**src/rtl/ilse_pkg.sv**
```systemverilog
// Shared types, widths and opcodes of the indexed list shift engine.
package ilse_pkg;

  localparam int DEPTH_DEFAULT = 128;
  localparam int DATA_W = 32;
  localparam int POS_W = 7;
  localparam int CNT_W = 8;
  localparam int OPC_W = 3;

  localparam logic [OPC_W-1:0] OP_INSERT = 3'd0;
  localparam logic [OPC_W-1:0] OP_DELETE = 3'd1;
  localparam logic [OPC_W-1:0] OP_GET    = 3'd2;
  localparam logic [OPC_W-1:0] OP_LOCATE = 3'd3;
  localparam logic [OPC_W-1:0] OP_CLEAR  = 3'd4;

  typedef struct packed {
    logic [OPC_W-1:0]   opcode;
    logic [POS_W-1:0]   position;
    logic signed [DATA_W-1:0] value;
  } req_t;

  typedef struct packed {
    logic               status;
    logic signed [DATA_W-1:0] element;
    logic               found;
    logic [POS_W-1:0]   found_position;
    logic [CNT_W-1:0]   count;
    logic               empty_res;
  } rsp_t;

  // Control broadcast to every cell of the chain.
  typedef struct packed {
    logic               ins;
    logic               del;
    logic               match_pos;
    logic [POS_W-1:0]   pos;
    logic [DATA_W-1:0]  value;
  } cell_ctrl_t;

  // Search wave handed from cell to cell.
  typedef struct packed {
    logic               active;
    logic               hit;
    logic [POS_W-1:0]   idx;
    logic [DATA_W-1:0]  data;
  } scan_t;

endpackage

```
**src/rtl/ilse_cell.sv**
```systemverilog
// One list cell: holds an element, shifts with its neighbors, matches the search wave.
module ilse_cell #(
  parameter int DEPTH = ilse_pkg::DEPTH_DEFAULT,
  parameter int CELL_INDEX = 0
) (
  input  logic                        clk,
  input  logic                        rst,
  input  ilse_pkg::cell_ctrl_t        ctrl,
  input  logic [$clog2(DEPTH+1)-1:0]  len,
  input  logic [ilse_pkg::DATA_W-1:0] left_data,
  input  logic [ilse_pkg::DATA_W-1:0] right_data,
  output logic [ilse_pkg::DATA_W-1:0] data,
  input  ilse_pkg::scan_t             scan_in,
  output ilse_pkg::scan_t             scan_out
);
  import ilse_pkg::*;

  localparam int LW = $clog2(DEPTH + 1);
  localparam int W = (LW > POS_W + 1) ? LW : POS_W + 1;
  localparam logic [W-1:0] MY_IDX = W'(CELL_INDEX);

  logic [W-1:0] pos_w;
  logic [W-1:0] len_w;
  logic         match;

  assign pos_w = W'(ctrl.pos);
  assign len_w = W'(len);
  assign match = ctrl.match_pos ? (MY_IDX == pos_w)
                                : ((MY_IDX < len_w) && (data == ctrl.value));

  // Insert pulls from the left, delete pulls from the right.
  always_ff @(posedge clk) begin
    if (ctrl.ins) begin
      if (MY_IDX == pos_w) begin
        data <= ctrl.value;
      end else if (MY_IDX > pos_w) begin
        data <= left_data;
      end
    end else if (ctrl.del && (MY_IDX >= pos_w)) begin
      data <= right_data;
    end
  end

  always_ff @(posedge clk) begin
    if (rst) begin
      scan_out.active <= 1'b0;
    end else begin
      scan_out.active <= scan_in.active;
      if (scan_in.active && !scan_in.hit && match) begin
        scan_out.hit  <= 1'b1;
        scan_out.idx  <= POS_W'(CELL_INDEX);
        scan_out.data <= data;
      end else begin
        scan_out.hit  <= scan_in.hit;
        scan_out.idx  <= scan_in.idx;
        scan_out.data <= scan_in.data;
      end
    end
  end

endmodule

```
**config.mk**
```make
export PLATFORM = sky130hd
export DESIGN_NAME = ilse_cell
export DESIGN_NICKNAME = d
export VERILOG_FILES = /design/src/rtl/ilse_pkg.sv /design/src/rtl/ilse_cell.sv
export SDC_FILE = /design/constraint.sdc
export NUM_CORES = 1
export LEC_CHECK = 0
export BUFFER_PORTS_ARGS = -buffer_cell sky130_fd_sc_hd__buf_2
export CELL_PAD_IN_SITES_DETAIL_PLACEMENT = 0
export CELL_PAD_IN_SITES_GLOBAL_PLACEMENT = 1
export CORE_MARGIN = 3
export CORE_UTILIZATION = 35
export DETAILED_ROUTE_END_ITERATION = 8
export GPL_ROUTABILITY_DRIVEN = 0
export MAX_ROUTING_LAYER = met4
export PLACE_DENSITY = 0.88
export SLEW_MARGIN = 20
export SYNTH_ARGS = -nofsm -noshare
export SYNTH_HDL_FRONTEND = slang
export SYNTH_SLANG_ARGS = --single-unit
```
**constraint.sdc**
```tcl
create_clock -name clk -period 3.9 [get_ports clk]
set_input_delay 0.78 -clock clk [delete_from_list [all_inputs] [get_ports clk]]
set_output_delay 0.78 -clock clk [all_outputs]
set_load 0.03 [all_outputs]
```
### Word level (Yosys, flattened, before mapping)

Index checks and enable logic that the tools add are counted.

| storage, ports and cells | value |
|---|---|
| flip-flop bits (word level) | 73 |
| input bits | 157 |
| output and inout bits | 73 |
| word-level logic and storage cells | 24 |

| operators by class | value |
|---|---|
| order comparisons | 3 |
| equal/unequal tests | 2 |
| multiplexer cells | 6 |
| reduce and logical (&&, ||, !) cells | 8 |

Operator list:

| operator | number |
|---|---|
| 2-to-1 mux 32 bit | 5 |
| equality test 32 bit | 1 |
| logical NOT 8 bit | 1 |
| less-than comparator 1 x 8 -> 1 bit (first input constant) | 1 |
| >= comparator 1 x 7 -> 1 bit (first input constant) | 1 |
| > comparator 1 x 7 -> 1 bit (first input constant) | 1 |
| logical AND 1 bit | 4 |
| inequality test 3 x 1 -> 1 bit (second input constant) | 1 |
| AND reduction 2 bit | 1 |
| nonzero test 2 bit | 1 |
| logical NOT 1 bit | 1 |
| 2-to-1 mux 1 bit | 1 |

### Longest topological paths before layout

| depth | value |
|---|---|
| depth after elaboration | 5 |
| gate-level depth with buffers | 7 |
| depth with buffers taken out | 5 |

### Worst setup path before layout

Ideal clock, no wire load.

| path | value |
|---|---|
| kind | input-to-reg |
| from | input ctrl[37] in the netlist's numbering |
| to | register data[0] in the netlist's numbering (enable) |
| library setup time | 0.421 ns |
| arrival | 3.054 ns |
| data required time | 3.479 ns |
| setup slack | 0.425 ns |
| cell stages on the path | 4 |
| path buffers | 1 |
| cells stage by stage | nor4_2 nand2_1 buf_1 nor2_1 |

| between the ends | value |
|---|---|
| cells in the longest elaborated chain, start to end | 4 |
| elaborated cells between the ends (all ways) | 7 |
| those cells by class | 2 x order compare; 1 x eq/ne; 4 x reduce/logical |

RTL lines:

| item | line | RTL |
|---|---|---|
| start, declared | ilse_cell.sv:8 | `input ilse_pkg::cell_ctrl_t ctrl,` |
| >= comparator 1 x 7 -> 1 bit | ilse_cell.sv:39 | `end else if (ctrl.del && (MY_IDX >= pos_w)) begin` |
| logical AND 1 bit | ilse_cell.sv:39 |  |
| nonzero test 2 bit (no source line) | -- |  |
| AND reduction 2 bit (no source line) * | -- |  |
| end signal, assigned | ilse_cell.sv:35 | `data <= ctrl.value;` |
| end signal, assigned | ilse_cell.sv:37 | `data <= left_data;` |
| end signal, assigned | ilse_cell.sv:40 | `data <= right_data;` |
| end, declared | ilse_cell.sv:12 | `output logic [ilse_pkg::DATA_W-1:0] data,` |

Every way passes the cells marked *; elsewhere a longest branch is shown, timed or not.
A chain may end at the register's enable or synchronous reset.

### Final worst setup path

| path | value |
|---|---|
| from | input ctrl[5] in the netlist's numbering |
| to | register scan_out[17] in the netlist's numbering, data pin |

| between the ends | value |
|---|---|
| cells in the longest elaborated chain, start to end | 5 |

RTL lines:

| item | line | RTL |
|---|---|---|
| equality test 32 bit | ilse_cell.sv:29 | `: ((MY_IDX < len_w) && (data == ctrl.value));` |
| logical AND 1 bit | ilse_cell.sv:29 |  |
| 2-to-1 mux 1 bit | ilse_cell.sv:28 | `assign match = ctrl.match_pos ? (MY_IDX == pos_w)` |
| logical AND 1 bit | ilse_cell.sv:49 | `if (scan_in.active && !scan_in.hit && match) begin` |
| 2-to-1 mux 32 bit | ilse_cell.sv:49 |  |
| end, declared | ilse_cell.sv:14 | `output ilse_pkg::scan_t scan_out` |

Every way passes these cells.

==> summary.txt <==
Run status
  – Outcome: completed

Critical path
  – CP Launch Type: input port
  – Worst setup EP type: flop
  – CP arrival: 2.98 ns
  – Worst setup path endpoint: scan_out[17]
  – Worst reg-to-reg setup slack: 1.16 ns
  – Critical path class: in -> reg
  – Critical Path RT: ~4.1 ns
  – Crit Path Max Fanout: 18
  – FF-to-FF path depth: 7
  – Reg2reg start: data[5]
  – Crit path from: ctrl[5]
  – Worst r2r dst: scan_out[17]

Power and ir drop
  – Peak supply drop: 0.000177 V
  – Cell Pwr Density: 347 mW/mm2
  – P_sw: about 0.6 mW
  – Pint: 1.71 mW
  – Comb power frac: 18.1%
  – P_leak: 2.76 nW
  – Clock network fraction of total power: a little over two fifths
  – Sequential power share: 39.9%
  – Switch share: 25.8%

Finish
  – Layout cells sized above 1: around two fifths
  – Area grow syn2layout: 34.1%
  – Most common cell after layout, fill and taps aside: buf_2
  – Final Net Count: around 870
  – Most frequent cells in the layout: buf_2, edfxtp_1, nor2_1, nand2b_1, nand2_1

Routing
  – Remaining DRCs: 0
  – Via count: 5015
  – Routed Wire Length: 18100 um
  – WL/cell: just over 20 um
  – DR pass1 iterations: 7
  – Antenna Nets Post-Route: 0
  – DRT iter0 DRCs: 395
  – Via/cell ratio: ~5.6

Synthesis
  – Distinct cells, synth: 28
  – Main synth FF type: edfxtp_1
  – Synthesized flop and latch total: 73
  – Avg Cell Area, Syn: 9.73 um2
  – Mapped Cells: 508
  – Yosys top cell area share: 43.7%
  – Share of synthesized registers carrying an async set or reset: 0%
  – Synth Net Count: ~670
  – Mapped Area: 0.00494 mm2
  – EDFF count, synth: 72
  – Top cells by area, synth: edfxtp_1, o221a_2, mux2i_1, o211ai_1, o21bai_1
  – Part of the Yosys area used for sequential elements: 44.2%
  – Yosys top cell by area: edfxtp_1
  – Ys Warns: 0

Clocking
  – Sink Count: 73
  – CTS tree: yes
  – CTS Buf Count: 9
  – CTS Hold Bufs: 0
  – H-tree Lvls: 3
  – Bufs on Longest Clock Path: 2
  – Clock latency on the worst-skew pair: about 0.33 ns
  – Post-CTS Setup Bufs: 0
  – Post-cts sizing count: 0
  – Root Buffer: clkbuf_16
  – Clock transition at path regs: 0.06 ns

Floorplanning
  – Starting Density: between 30% and 40%
  – Die Wd: 125 um
  – Cell row count: 42
  – Placeable Area: 0.0135 mm2
  – I/O pins: 230
  – Die height: 125 um
  – DIE AREA: around 0.016 mm2

STA
  – Final setup violating endpoints: 0
  – Max Freq: 355 MHz
  – Tcrit/Tclk final: approximately 72%
  – Max-slew headroom: 38.8%
  – Max-slew violations: 0
  – Fin crit period: ~2.8 ns
  – RSZ-0062 raised after global routing: no
  – Setup TNS: 0 ns
  – Least-Margin Pin Slew: 0.916 ns
  – Final hold viol count: 0
  – Clock Skew: 0.00708 ns
  – Setup ws final: 1.08 ns

Min path
  – Worst min path class: in -> reg
  – Min-delay src: rst

Global routing
  – Initial antenna violation count: 1
  – Largest net degree at the start of global routing: 66
  – First-pass GRT wire length: 27800 um
  – Vias in the first global route: 5098
  – Total track usage: roughly 23%
  – Overflow after GRT: 0

Place
  – Post-DP HPWL: around 13000 um
  – PortBufs: around 230
  – Place WS: around 0.7 ns

Job
  – Max cap viols: 0
[cells by family after synthesis]
group | synth area share, %
buf+inv | 3.72
compound gates | 23.9
simple gates | 16.1
flops | 44.2
xor+xnor | 5.67
mux | 6.48
[flip-flops by register name, summed over array words and instances (netlist names)]
signal    cells
scan_out     41
data         32
[worst max-delay path: stages]
cell and delay (ns):
buf_2 0.11, xor2_1 0.19, nor4_1 0.39, buf_4 0.18, nand4_1 0.22, or2_1 0.56, buf_4 0.33, o211ai_1 0.21
[per-layer routing]
metal,GRT usage [%],vias up,wire length (um)
met5,-,-,0
met4,9.06,0,458
met3,4.20,36,1320
met2,38.9,256,9020
met1,27.5,2386,7270
li1,-,2337,-
[final cells by class]
type / count / area, um2
clock buffers: 9 / 225
well taps: 176 / 220
repair buffers: 243 / 1260
fillers: 1282 / 6880
flip-flops and latches: 73 / 2180
clock inverters: 7 / 119
multi-input cells: 386 / 2610
diodes: 1 / 2.50
inverters: 1 / 3.75
[worst min-delay path by stage]
stage	end	slack, ns	depth (start not counted)
floorplan	scan_out[40]	0.85	1
global placement	scan_out[30]	0.73	2
global route	scan_out[40]	0.62	2
CTS	scan_out[40]	0.62	2
finish	scan_out[40]	0.63	2
detailed placement	scan_out[11]	0.75	2
[Yosys cell counts (all sizes together) (2+ instances only)]
cell / n
nand4: 4
o211ai: 32
or2: 2
nor4: 7
nor3: 2
nand3: 33
buf: 3
nand2: 34
clkbuf: 45
and3: 7
xor2: 18
a21oi: 32
o21ai: 32
o21bai: 32
nand2b: 33
xnor2: 14
mux2i: 32
nor2: 35
edfxtp: 72
o221a: 32
[power by group through the flow]
| stage | logic, mW | clock network [mW] | registers, mW |
|---|---|---|---|
| after global placement | 0.403 | 0 | 0.934 |
| after detailed placement | 0.416 | 0 | 0.935 |
| after global routing | 0.449 | 1.01 | 0.920 |
| after CTS | 0.417 | 0.984 | 0.918 |
| after floorplan | 0.173 | 0 | 1.00 |
| final | 0.416 | 0.966 | 0.918 |
[per-stage QoR]
step	cell area, um2	util (%)	std cells	hold WS [ns]	power, mW
detailed placement	6280	46.5	879	0.747	1.35
floorplan	4940	-	508	0.852	1.17
global route	6630	49.1	896	0.622	2.38
CTS	6630	49.1	895	0.617	2.32
global placement	6280	46.5	879	0.734	1.34
finish	6630	49.1	896	0.631	2.30
No activity file was read; power rests on OpenSTA's default activity.
